File: config.mk
export PLATFORM = sky130hd
export DESIGN_NAME = motion_adaptive_ranging_scheduler
export DESIGN_NICKNAME = d
export VERILOG_FILES = /design/src/rtl/mars_pkg.sv /design/src/rtl/motion_adaptive_ranging_scheduler.sv /design/src/rtl/mars_batt.sv
export VERILOG_INCLUDE_DIRS = /design/src /design/src/rtl
export SDC_FILE = /design/constraint.sdc
export NUM_CORES = 2
export LEC_CHECK = 0
export BUFFER_PORTS_ARGS = -buffer_cell sky130_fd_sc_hd__buf_2
export CORE_MARGIN = 4
export CORE_UTILIZATION = 58
export CTS_CLUSTER_DIAMETER = 30
export CTS_CLUSTER_SIZE = 30
export DETAILED_ROUTE_END_ITERATION = 10
export GPL_TIMING_DRIVEN = 0
export HOLD_SLACK_MARGIN = 0.02
export PLACE_DENSITY_LB_ADDON = 0.1
export SLEW_MARGIN = 10
export SYNTH_ARGS = -nofsm -noshare
export SYNTH_HDL_FRONTEND = slang
export SYNTH_HIERARCHICAL = 1
export SYNTH_SLANG_ARGS = --single-unit
File: constraint.sdc
create_clock -name clk -period 15 [get_ports clk]
set_input_delay 3 -clock clk [delete_from_list [all_inputs] [get_ports clk]]
set_output_delay 3 -clock clk [all_outputs]
set_load 0.05 [all_outputs]
File: src/rtl/motion_adaptive_ranging_scheduler_macros.svh
// assertion macros for the motion adaptive ranging scheduler
// used by the top level only; expects clk and arst_n in scope
`ifndef MOTION_ADAPTIVE_RANGING_SCHEDULER_MACROS_SVH
`define MOTION_ADAPTIVE_RANGING_SCHEDULER_MACROS_SVH

// same-cycle implication, checked out of reset
`define MARS_ASSERT_NOW(lbl, ante, cons) \
	lbl: assert property (@(posedge clk) disable iff (!arst_n) (ante) |-> (cons)) \
		else $error("scheduler check failed");

// next-cycle implication, checked out of reset
`define MARS_ASSERT_NEXT(lbl, ante, cons) \
	lbl: assert property (@(posedge clk) disable iff (!arst_n) (ante) |=> (cons)) \
		else $error("scheduler check failed");

`endif

File: src/rtl/mars_pkg.sv
// shared types and constants of the motion adaptive ranging scheduler
// no dependencies
package mars_pkg;

	// input kinds
	localparam logic [2:0] KIND_LOAD     = 3'd0;
	localparam logic [2:0] KIND_MOTION   = 3'd1;
	localparam logic [2:0] KIND_SETTLE   = 3'd2;
	localparam logic [2:0] KIND_TICK     = 3'd3;
	localparam logic [2:0] KIND_EXCHANGE = 3'd4;

	// exchange outcomes
	localparam logic [1:0] OUT_SUCCESS  = 2'd0;
	localparam logic [1:0] OUT_MISS_PRE = 2'd1;

	// configuration register indexes
	localparam logic [2:0] REG_FAST  = 3'd0;
	localparam logic [2:0] REG_SLOW  = 3'd1;
	localparam logic [2:0] REG_HOLD  = 3'd2;
	localparam logic [2:0] REG_COUNT = 3'd3;
	localparam logic [2:0] REG_CAP   = 3'd4;
	localparam logic [2:0] REG_DRAIN = 3'd5;

	// register reset values and floors
	localparam logic [31:0] FAST_RESET  = 32'd1000;
	localparam logic [31:0] SLOW_RESET  = 32'd60000;
	localparam logic [31:0] HOLD_RESET  = 32'd30000;
	localparam logic [4:0]  COUNT_RESET = 5'd1;
	localparam logic [31:0] CAP_RESET   = 32'd230000000;
	localparam logic [31:0] DRAIN_RESET = 32'd100;
	localparam logic [31:0] FAST_MIN    = 32'd500;
	localparam logic [31:0] SLOW_MIN    = 32'd1000;

	// results per tick and counter ceilings
	localparam logic [4:0]  RESULT_LIMIT = 5'd16;
	localparam logic [15:0] MISS_MAX     = 16'hFFFF;

	// battery model
	localparam logic [11:0] MV_EMPTY     = 12'd2000;
	localparam logic [12:0] MV_BASE_LOW  = 13'd3000;
	localparam logic [12:0] MV_BASE_HIGH = 13'd6250;
	localparam logic [12:0] MUL_LOW      = 13'd375;
	localparam logic [12:0] MUL_HIGH     = 13'd4250;
	localparam logic [3:0]  DIV_STEPS    = 4'd13;

	typedef enum logic [3:0] {
		ST_IDLE,
		ST_LOAD,
		ST_NONE,
		ST_LK_RD,
		ST_LK_CMP,
		ST_ENT_UPD,
		ST_BATT,
		ST_TK_RD,
		ST_TK_EVAL,
		ST_TK_END
	} mars_state_t;

	typedef enum logic [1:0] {
		BT_IDLE,
		BT_CHK,
		BT_DIV,
		BT_FIN
	} mars_bstate_t;

	// per-entry record held in the state memory
	typedef struct packed {
		logic [31:0] served_time;
		logic [31:0] motion_end;
		logic [31:0] wake;
		logic [15:0] miss;
		logic [31:0] charge;
	} mars_ent_t;

	// one result word
	typedef struct packed {
		logic        found;
		logic [3:0]  slot;
		logic [15:0] identity;
		logic        moving;
		logic        woke;
		logic [11:0] battery_mv;
		logic [15:0] miss_count;
		logic        last;
	} mars_res_t;

	// inside the hold window: end ahead of now by less than half the clock range
	function automatic logic is_moving(input logic vld, input logic [31:0] end_t,
		input logic [31:0] now);
		logic [31:0] d;
		begin
			d = end_t - now;
			is_moving = vld && (d != 32'd0) && !d[31];
		end
	endfunction

endpackage

File: src/rtl/motion_adaptive_ranging_scheduler.sv
// load writes one identity; motion/settle scan the entries in use; exchange adds the voltage computation
// tick: scans the entries in use; one result word per due entry (at most 16), or one not-found word, strobed once
// one item at a time: set by the sequential scan of the identity and state memories
// reset: registers to defaults, all per-entry state reads as zero; identities undefined
// results cannot be stalled; busy stays high until the last word has been shown
module motion_adaptive_ranging_scheduler #(
	parameter int MAX_IDENTITIES = 16
) (
	input  logic        clk,
	input  logic        arst_n,
	input  logic        start,
	output logic        busy,
	input  logic [2:0]  kind,
	input  logic [31:0] now_ms,
	input  logic [15:0] tag_address,
	input  logic [3:0]  slot_index,
	input  logic [1:0]  outcome,
	output logic        result_valid,
	output logic        found,
	output logic [3:0]  slot,
	output logic [15:0] identity,
	output logic        moving,
	output logic        woke,
	output logic [11:0] battery_mv,
	output logic [15:0] miss_count,
	output logic        last,
	input  logic        cfg_valid,
	output logic        cfg_ready,
	input  logic [2:0]  cfg_index,
	input  logic [31:0] cfg_data
);

	localparam int IW = (MAX_IDENTITIES > 1) ? $clog2(MAX_IDENTITIES) : 1;
	localparam int CW = $clog2(MAX_IDENTITIES + 1);

	mars_pkg::mars_state_t st_q, st_d;

	// configuration
	logic [31:0] fast_q, slow_q, hold_q, cap_q, drain_q;
	logic [4:0]  cnt_q;

	// latched item
	logic [2:0]  kind_q;
	logic [31:0] now_q;
	logic [15:0] addr_q;
	logic [3:0]  sidx_q;
	logic [1:0]  outcome_q;

	// memories and per-entry flags
	logic [15:0]         id_mem [MAX_IDENTITIES];
	mars_pkg::mars_ent_t ent_mem [MAX_IDENTITIES];
	logic [15:0]         id_rd_q;
	mars_pkg::mars_ent_t ent_rd_q;
	logic [MAX_IDENTITIES-1:0] ent_v_q, srv_v_q, mot_v_q;

	// scan control
	logic [CW-1:0] scan_q;
	logic [IW-1:0] hit_q;
	logic [4:0]    kcnt_q;
	mars_pkg::mars_res_t pend_q, res_q, res_d;
	logic          pend_v_q, res_v_q;
	logic          xm_mov_q;
	logic [15:0]   xm_miss_q;

	logic          accept;
	logic [CW-1:0] lim;
	logic [IW-1:0] scan_ix, cur_ix, sidx_ix;
	logic          sidx_ok;
	logic          id_we, id_re, ent_re, ent_we, emit, batt_go, scan_inc, tk_due;
	mars_pkg::mars_ent_t ent_cur, ent_new;
	logic          cur_mov, was_mov, mov_after, due;
	logic [31:0]   period;
	logic [32:0]   ch_sum;
	logic [31:0]   ch_new;
	logic [15:0]   miss_out, miss_new;
	mars_pkg::mars_res_t tick_res;
	logic          batt_done;
	logic [11:0]   batt_mv;

	assign busy      = (st_q != mars_pkg::ST_IDLE) || res_v_q;
	assign accept    = start && !busy;
	assign cfg_ready = 1'b1;

	// entries in use
	always_comb begin
		if (32'(cnt_q) < 32'(MAX_IDENTITIES)) lim = CW'(cnt_q);
		else lim = CW'(MAX_IDENTITIES);
	end

	assign scan_ix = scan_q[IW-1:0];
	assign cur_ix  = (st_q == mars_pkg::ST_TK_EVAL) ? scan_ix : hit_q;
	assign sidx_ix = IW'(sidx_q);
	assign sidx_ok = 32'(sidx_q) < 32'(MAX_IDENTITIES);

	// current entry, zero until first written
	assign ent_cur = ent_v_q[cur_ix] ? ent_rd_q : '0;
	assign cur_mov = mars_pkg::is_moving(mot_v_q[cur_ix], ent_cur.motion_end, now_q);
	assign was_mov = cur_mov;
	assign mov_after = mars_pkg::is_moving(1'b1, now_q + hold_q, now_q);
	assign period  = cur_mov ? fast_q : slow_q;
	assign due     = !srv_v_q[cur_ix] || ((now_q - ent_cur.served_time) >= period);

	// exchange billing and miss counting
	assign ch_sum = {1'b0, ent_cur.charge} + {1'b0, drain_q};
	always_comb begin
		ch_new = ent_cur.charge;
		if (outcome_q != mars_pkg::OUT_MISS_PRE) ch_new = ch_sum[32] ? 32'hFFFF_FFFF : ch_sum[31:0];
		if (outcome_q == mars_pkg::OUT_SUCCESS) begin
			miss_new = 16'd0;
			miss_out = ent_cur.miss;
		end else begin
			miss_new = (ent_cur.miss == mars_pkg::MISS_MAX) ? mars_pkg::MISS_MAX
				: ent_cur.miss + 16'd1;
			miss_out = miss_new;
		end
	end

	// entry write-back value
	always_comb begin
		ent_new = ent_cur;
		if (st_q == mars_pkg::ST_TK_EVAL) begin
			ent_new.served_time = now_q;
		end else begin
			case (kind_q)
				mars_pkg::KIND_MOTION: begin
					ent_new.motion_end  = now_q + hold_q;
					ent_new.wake        = ent_cur.wake + {31'd0, !was_mov};
					ent_new.served_time = 32'd0;
				end
				mars_pkg::KIND_SETTLE: begin
					ent_new.motion_end  = 32'd0;
					ent_new.served_time = 32'd0;
				end
				mars_pkg::KIND_EXCHANGE: begin
					ent_new.charge = ch_new;
					ent_new.miss   = miss_new;
				end
				default: ;
			endcase
		end
	end

	// result word of a due entry
	always_comb begin
		tick_res          = '0;
		tick_res.found    = 1'b1;
		tick_res.slot     = 4'(scan_ix);
		tick_res.identity = id_rd_q;
		tick_res.moving   = cur_mov;
	end

	// next state and strobes
	always_comb begin
		st_d     = st_q;
		id_we    = 1'b0;
		id_re    = 1'b0;
		ent_re   = 1'b0;
		ent_we   = 1'b0;
		emit     = 1'b0;
		batt_go  = 1'b0;
		scan_inc = 1'b0;
		tk_due   = 1'b0;
		res_d    = '0;
		res_d.last = 1'b1;
		case (st_q)
			mars_pkg::ST_IDLE: begin
				if (accept) begin
					case (kind)
						mars_pkg::KIND_LOAD:     st_d = mars_pkg::ST_LOAD;
						mars_pkg::KIND_MOTION,
						mars_pkg::KIND_SETTLE,
						mars_pkg::KIND_EXCHANGE: st_d = mars_pkg::ST_LK_RD;
						mars_pkg::KIND_TICK:     st_d = mars_pkg::ST_TK_RD;
						default:                 st_d = mars_pkg::ST_NONE;
					endcase
				end
			end
			mars_pkg::ST_LOAD: begin
				emit = 1'b1;
				if (sidx_ok) begin
					id_we          = 1'b1;
					res_d.found    = 1'b1;
					res_d.slot     = sidx_q;
					res_d.identity = addr_q;
				end
				st_d = mars_pkg::ST_IDLE;
			end
			mars_pkg::ST_NONE: begin
				emit = 1'b1;
				st_d = mars_pkg::ST_IDLE;
			end
			mars_pkg::ST_LK_RD: begin
				if (scan_q == lim) begin
					st_d = mars_pkg::ST_NONE;
				end else begin
					id_re = 1'b1;
					st_d  = mars_pkg::ST_LK_CMP;
				end
			end
			mars_pkg::ST_LK_CMP: begin
				if (id_rd_q == addr_q) begin
					ent_re = 1'b1;
					st_d   = mars_pkg::ST_ENT_UPD;
				end else begin
					scan_inc = 1'b1;
					st_d     = mars_pkg::ST_LK_RD;
				end
			end
			mars_pkg::ST_ENT_UPD: begin
				ent_we         = 1'b1;
				res_d.found    = 1'b1;
				res_d.slot     = 4'(hit_q);
				res_d.identity = id_rd_q;
				if (kind_q == mars_pkg::KIND_EXCHANGE) begin
					batt_go = 1'b1;
					st_d    = mars_pkg::ST_BATT;
				end else begin
					emit = 1'b1;
					if (kind_q == mars_pkg::KIND_MOTION) begin
						res_d.moving = mov_after;
						res_d.woke   = !was_mov;
					end
					st_d = mars_pkg::ST_IDLE;
				end
			end
			mars_pkg::ST_BATT: begin
				if (batt_done) begin
					emit             = 1'b1;
					res_d.found      = 1'b1;
					res_d.slot       = 4'(hit_q);
					res_d.identity   = id_rd_q;
					res_d.moving     = xm_mov_q;
					res_d.battery_mv = batt_mv;
					res_d.miss_count = xm_miss_q;
					st_d             = mars_pkg::ST_IDLE;
				end
			end
			mars_pkg::ST_TK_RD: begin
				if ((scan_q == lim) || (kcnt_q == mars_pkg::RESULT_LIMIT)) begin
					st_d = mars_pkg::ST_TK_END;
				end else begin
					id_re  = 1'b1;
					ent_re = 1'b1;
					st_d   = mars_pkg::ST_TK_EVAL;
				end
			end
			mars_pkg::ST_TK_EVAL: begin
				scan_inc = 1'b1;
				if (due) begin
					tk_due = 1'b1;
					ent_we = 1'b1;
					if (pend_v_q) begin
						emit       = 1'b1;
						res_d      = pend_q;
						res_d.last = 1'b0;
					end
				end
				st_d = mars_pkg::ST_TK_RD;
			end
			mars_pkg::ST_TK_END: begin
				emit = 1'b1;
				if (pend_v_q) begin
					res_d      = pend_q;
					res_d.last = 1'b1;
				end
				st_d = mars_pkg::ST_IDLE;
			end
			default: st_d = mars_pkg::ST_IDLE;
		endcase
	end

	// control registers, configuration and per-entry flags
	always_ff @(posedge clk or negedge arst_n) begin
		if (!arst_n) begin
			st_q     <= mars_pkg::ST_IDLE;
			res_v_q  <= 1'b0;
			pend_v_q <= 1'b0;
			scan_q   <= '0;
			kcnt_q   <= 5'd0;
			ent_v_q  <= '0;
			srv_v_q  <= '0;
			mot_v_q  <= '0;
			fast_q   <= mars_pkg::FAST_RESET;
			slow_q   <= mars_pkg::SLOW_RESET;
			hold_q   <= mars_pkg::HOLD_RESET;
			cnt_q    <= mars_pkg::COUNT_RESET;
			cap_q    <= mars_pkg::CAP_RESET;
			drain_q  <= mars_pkg::DRAIN_RESET;
		end else begin
			st_q    <= st_d;
			res_v_q <= emit;
			if (accept) begin
				scan_q   <= '0;
				kcnt_q   <= 5'd0;
				pend_v_q <= 1'b0;
			end else if (scan_inc) begin
				scan_q <= scan_q + CW'(1);
			end
			if (tk_due) begin
				pend_v_q         <= 1'b1;
				kcnt_q           <= kcnt_q + 5'd1;
				srv_v_q[scan_ix] <= 1'b1;
				ent_v_q[scan_ix] <= 1'b1;
			end
			if (st_q == mars_pkg::ST_ENT_UPD) begin
				ent_v_q[hit_q] <= 1'b1;
				case (kind_q)
					mars_pkg::KIND_MOTION: begin
						mot_v_q[hit_q] <= 1'b1;
						srv_v_q[hit_q] <= 1'b0;
					end
					mars_pkg::KIND_SETTLE: begin
						mot_v_q[hit_q] <= 1'b0;
						srv_v_q[hit_q] <= 1'b0;
					end
					default: ;
				endcase
			end
			if (cfg_valid && cfg_ready) begin
				case (cfg_index)
					mars_pkg::REG_FAST:  fast_q  <= (cfg_data < mars_pkg::FAST_MIN)
						? mars_pkg::FAST_MIN : cfg_data;
					mars_pkg::REG_SLOW:  slow_q  <= (cfg_data < mars_pkg::SLOW_MIN)
						? mars_pkg::SLOW_MIN : cfg_data;
					mars_pkg::REG_HOLD:  hold_q  <= cfg_data;
					mars_pkg::REG_COUNT: cnt_q   <= cfg_data[4:0];
					mars_pkg::REG_CAP:   cap_q   <= cfg_data;
					mars_pkg::REG_DRAIN: drain_q <= cfg_data;
					default: ;
				endcase
			end
		end
	end

	// item, result and scan payload
	always_ff @(posedge clk) begin
		if (accept) begin
			kind_q    <= kind;
			now_q     <= now_ms;
			addr_q    <= tag_address;
			sidx_q    <= slot_index;
			outcome_q <= outcome;
		end
		if (emit) res_q <= res_d;
		if (tk_due) pend_q <= tick_res;
		if ((st_q == mars_pkg::ST_LK_CMP) && ent_re) hit_q <= scan_ix;
		if (st_q == mars_pkg::ST_ENT_UPD) begin
			xm_mov_q  <= cur_mov;
			xm_miss_q <= miss_out;
		end
	end

	// identity and entry-state memories
	always_ff @(posedge clk) begin
		if (id_we) id_mem[sidx_ix] <= addr_q;
		if (id_re) id_rd_q <= id_mem[scan_ix];
		if (ent_we) ent_mem[cur_ix] <= ent_new;
		if (ent_re) ent_rd_q <= ent_mem[scan_ix];
	end

	mars_batt u_batt (
		.clk      (clk),
		.arst_n   (arst_n),
		.go       (batt_go),
		.charge   (ch_new),
		.capacity (cap_q),
		.done     (batt_done),
		.mv       (batt_mv)
	);

	assign result_valid = res_v_q;
	assign found        = res_q.found;
	assign slot         = res_q.slot;
	assign identity     = res_q.identity;
	assign moving       = res_q.moving;
	assign woke         = res_q.woke;
	assign battery_mv   = res_q.battery_mv;
	assign miss_count   = res_q.miss_count;
	assign last         = res_q.last;

	// checks
`include "motion_adaptive_ranging_scheduler_macros.svh"
	`MARS_ASSERT_NOW(a_miss_is_last, result_valid && !found, last)
	`MARS_ASSERT_NEXT(a_quiet_after_last, result_valid && last, !result_valid)
	`MARS_ASSERT_NEXT(a_busy_after_accept, start && !busy, busy)

endmodule

File: src/rtl/mars_batt.sv
// battery voltage unit: piecewise model with a bit-serial ceiling divider
// depends on mars_pkg
module mars_batt (
	input  logic        clk,
	input  logic        arst_n,
	input  logic        go,
	input  logic [31:0] charge,
	input  logic [31:0] capacity,
	output logic        done,
	output logic [11:0] mv
);

	mars_pkg::mars_bstate_t st_q, st_d;
	logic [31:0] c_q;
	logic [31:0] cap_q;
	logic [44:0] rem_q;
	logic [44:0] den_q;
	logic [12:0] q_q;
	logic [12:0] base_q;
	logic [3:0]  step_q;
	logic        done_q;
	logic [11:0] mv_q;
	logic        empty;
	logic        low;
	logic [34:0] five_c;
	logic [34:0] four_cap;
	logic [32:0] den_base;
	logic [12:0] q_ceil;

	// region select
	assign empty    = c_q >= cap_q;
	assign five_c   = ({3'b000, c_q} << 2) + {3'b000, c_q};
	assign four_cap = {1'b0, cap_q, 2'b00};
	assign low      = five_c < four_cap;
	assign den_base = low ? {cap_q, 1'b0} : {1'b0, cap_q};
	assign q_ceil   = q_q + {12'd0, (rem_q != 45'd0)};

	// sequencer
	always_comb begin
		st_d = st_q;
		case (st_q)
			mars_pkg::BT_IDLE: if (go) st_d = mars_pkg::BT_CHK;
			mars_pkg::BT_CHK:  st_d = empty ? mars_pkg::BT_IDLE : mars_pkg::BT_DIV;
			mars_pkg::BT_DIV:  if (step_q == mars_pkg::DIV_STEPS - 4'd1) st_d = mars_pkg::BT_FIN;
			mars_pkg::BT_FIN:  st_d = mars_pkg::BT_IDLE;
			default:           st_d = mars_pkg::BT_IDLE;
		endcase
	end

	always_ff @(posedge clk or negedge arst_n) begin
		if (!arst_n) begin
			st_q   <= mars_pkg::BT_IDLE;
			done_q <= 1'b0;
		end else begin
			st_q   <= st_d;
			done_q <= ((st_q == mars_pkg::BT_CHK) && empty) || (st_q == mars_pkg::BT_FIN);
		end
	end

	// datapath: constant multiply, then one quotient bit a cycle
	always_ff @(posedge clk) begin
		case (st_q)
			mars_pkg::BT_IDLE: begin
				c_q   <= charge;
				cap_q <= capacity;
			end
			mars_pkg::BT_CHK: begin
				rem_q  <= 45'(c_q) * 45'(low ? mars_pkg::MUL_LOW : mars_pkg::MUL_HIGH);
				den_q  <= {den_base, 12'd0};
				base_q <= low ? mars_pkg::MV_BASE_LOW : mars_pkg::MV_BASE_HIGH;
				q_q    <= 13'd0;
				step_q <= 4'd0;
				mv_q   <= mars_pkg::MV_EMPTY;
			end
			mars_pkg::BT_DIV: begin
				if (rem_q >= den_q) begin
					rem_q <= rem_q - den_q;
					q_q   <= {q_q[11:0], 1'b1};
				end else begin
					q_q <= {q_q[11:0], 1'b0};
				end
				den_q  <= den_q >> 1;
				step_q <= step_q + 4'd1;
			end
			mars_pkg::BT_FIN: mv_q <= 12'(base_q - q_ceil);
			default: ;
		endcase
	end

	assign done = done_q;
	assign mv   = mv_q;

endmodule

==> results.py <==
metrics = {
    "die": {
        "die_w_um": 485,
        "core_sq_um": 227000,
        "start_util_pct": 58.2,
        "io_pins": 151,
        "die_y_um": 485,
        "rows": 175,
        "dieArea_sq_um": 236000,
    },
    "critical_path": {
        "path_max_fanout": 30,
        "cp.required_ns": 15.70,
        "timing.reg2reg.setup_slack_ns": 0.34,
        "critPathSlowestCell": "mux2i_2",
        "start_kind": "flop",
        "path_common_cell": "buf_4",
        "cpPeakStageDelay_ns": 0.76,
        "worstPathArrival_ns": 15.36,
        "cp_num_buf_inv": 12,
        "path_class": "reg2reg",
        "cpLargestDelayFamily": "simple AND/OR/NAND/NOR gates",
        "worstSetupEndpointType": "flop",
    },
    "clock_tree": {
        "htreeDepth": 5,
        "cts_setup_buffers": 0,
        "path_clk_slew_ns": 0.05,
        "clock_latency_ns": 1.02,
        "numCtsBuffers": 470,
        "cts_tree": "built",
        "clkSinkCount": 2743,
        "clk_path_buf_depth": 4,
        "postCtsHoldBufs": 0,
        "clock_tree.root_cell": "clkbuf_16",
    },
    "synthesis": {
        "yosysWarnings": 6,
        "synth_seq_area_share_pct": 61.5,
        "synth_area_sq_um": 132000,
        "yosysTopAreaCell": "edfxtp_1",
        "syn-instance-count": 8630,
        "ys_seq_elements": 2743,
        "ys.flop_type": "edfxtp_1",
        "synth.avg_cell_area_sq_um": 15.3,
        "async_reset_ff_share_pct": 8.46,
        "synth_most_common_cell": "edfxtp_1",
        "synth-edff-count": 2511,
        "yosysUniqueCellTypes": 105,
        "synth.area.top_cells": "edfxtp_1 57%, mux4_2 11%, ha_1 4.6%",
        "synthTopCellsByCount": "2511 x edfxtp_1, 664 x inv_1, 644 x mux4_2",
        "yosysTopAreaCellShare_pct": 57.0,
    },
    "layout": {
        "area_growth_pct": 18.7,
        "fin_util_pct": 69.1,
        "final_cells": 12900,
        "layout.nets": 10300,
        "drive_above_1_share_pct": 21.9,
    },
    "placed_design": {
        "port_buffers": 148,
        "gp_congestion": 0.985,
        "dp_cells": 12000,
        "dpl_worst_slack_ns": -1.07,
        "place.detailed.hpwl_um": 294000,
    },
    "outcome": {
        "outcome": "completed",
    },
    "global_route": {
        "track_usage_pct": 35.6,
        "grt_start_max_net_pins": 96,
        "antenna_found_initial": 23,
        "grt_pass1_vias": 84700,
        "grt_pass1_wl_um": 603000,
        "overflow": 0,
    },
    "job": {
        "maxCapViolCount": 0,
    },
    "route": {
        "postRouteAntennaNets": 0,
        "drc": 0,
        "avgRoutedWirePerCell_um": 32.5,
        "top_layer": "met5",
        "wl_met2_um": 199000,
        "routed_via_density": 6.53,
        "wirelength_um": 420000,
        "num_vias": 84300,
        "drtPass1Iterations": 8,
        "routedLengthMet1_um": 158000,
        "routed-wl-met3_um": 38800,
        "dr.first_iter.drc_count": 10100,
    },
    "timing": {
        "fmax_mhz": 68.2,
        "layout_min_cycle_time_ns": 14.66,
        "worst_pin_slew_ns": 1.36,
        "final_max_slew_viol_count": 0,
        "fin_ws_ns": 0.341,
        "fin_skew_ns": 0.107,
        "setup_viol": 0,
        "hold_viol": 0,
        "final.period_utilization_pct": 97.7,
        "max_slew_margin_pct": 9.47,
    },
    "min_path": {
        "hp-class": "reg2reg",
    },
}
## cell type report
cell class                      count  area, sq um
Fill cell                       14800        70100
Inverter                          666         2500
Tap cell                         3009         3760
Multi-Input combinational cell   4876        47400
Clock buffer                      526        12100
Sequential cell                  2743        81300
Buffer                            372         1550
Clock inverter                    340         4040
Timing Repair Buffer              353         4220
Antenna cell                       24         60.1
## through the flow
step           setup TNS (ns)  hold slack, ns  cell area, sq um
2_1_floorplan               0           0.421            132000
6_report                    0           0.429            157000
5_1_grt               -0.0192           0.435            157000
3_3_place_gp                -           0.430            137000
3_5_place_dp          -145.68           0.431            141000
4_1_cts                     0           0.415            157000
## layer usage
metal / up-vias / track usage (%)
li1: 35300 / -
met1: 43200 / 47.0
met2: 4787 / 56.6
met3: 977 / 7.80
met4: 4 / 17.7
met5: - / 0
## repair_timing
item	in CTS	in global routing
endpoints found under the setup margin	867	108
gates resized for setup	3	10
cloned	0	0
## path summary, 6_finish.rpt
check | from | endpoint | depth (start not counted)
setup / recovery | scan_q[2] | miss_count[15] | 40
min in group asynchronous | arst_n | kcnt_q[3] | 1
hold / removal | cap_q[28] | u_batt/cap_q[28] | 0
hold reg to reg | cap_q[28] | u_batt/cap_q[28] | 0
max in group asynchronous | arst_n | slow_q[11] | 3
setup reg to reg | scan_q[2] | miss_count[15] | 40
## cells in the final DEF (no fill, tap or decap), types with 196 or more instances in the layout
cell | Yosys | routed
edfxtp_1 | 2511 | 2511
mux4_2 | 644 | 644
dfrtp_1 | 196 | 196
fa_1 | 217 | 217
a21oi_1 | 351 | 349
clkbuf_16 | 0 | 471
o21ai_0 | 300 | 265
clkbuf_1 | 299 | 309
inv_1 | 664 | 663
nor2_1 | 392 | 361
ha_1 | 491 | 490
nand2_1 | 394 | 394
## state kept, by name (all words and copies together), names as in the netlist, 45 cells and up, named ones only
signal        count
u_batt/den_q     45
ent_rd_q        112
u_batt/rem_q     45
ent_mem        1792
id_mem          256
## cell families (layout without fill, tap and decap cells)
kind of cell             count (synthesis)  in the layout  synth area share [%]
buffers and inverters                 1040           2257                  3.02
XOR/XNOR                               222            222                  1.47
other                                    3             56               0.00852
AND/OR/NAND/NOR                       1623           1623                  6.11
flip-flops                            2743           2743                  61.5
adder cells (fa/ha/maj)                708            708                  7.93
multiplexers                           820            820                  12.4
AO/OA/AOI/OAI                         1471           1471                  7.55
Power is left out: the tool's default activity adds up to more than one toggle a clock period on the data nets, which glitch-free logic cannot reach.
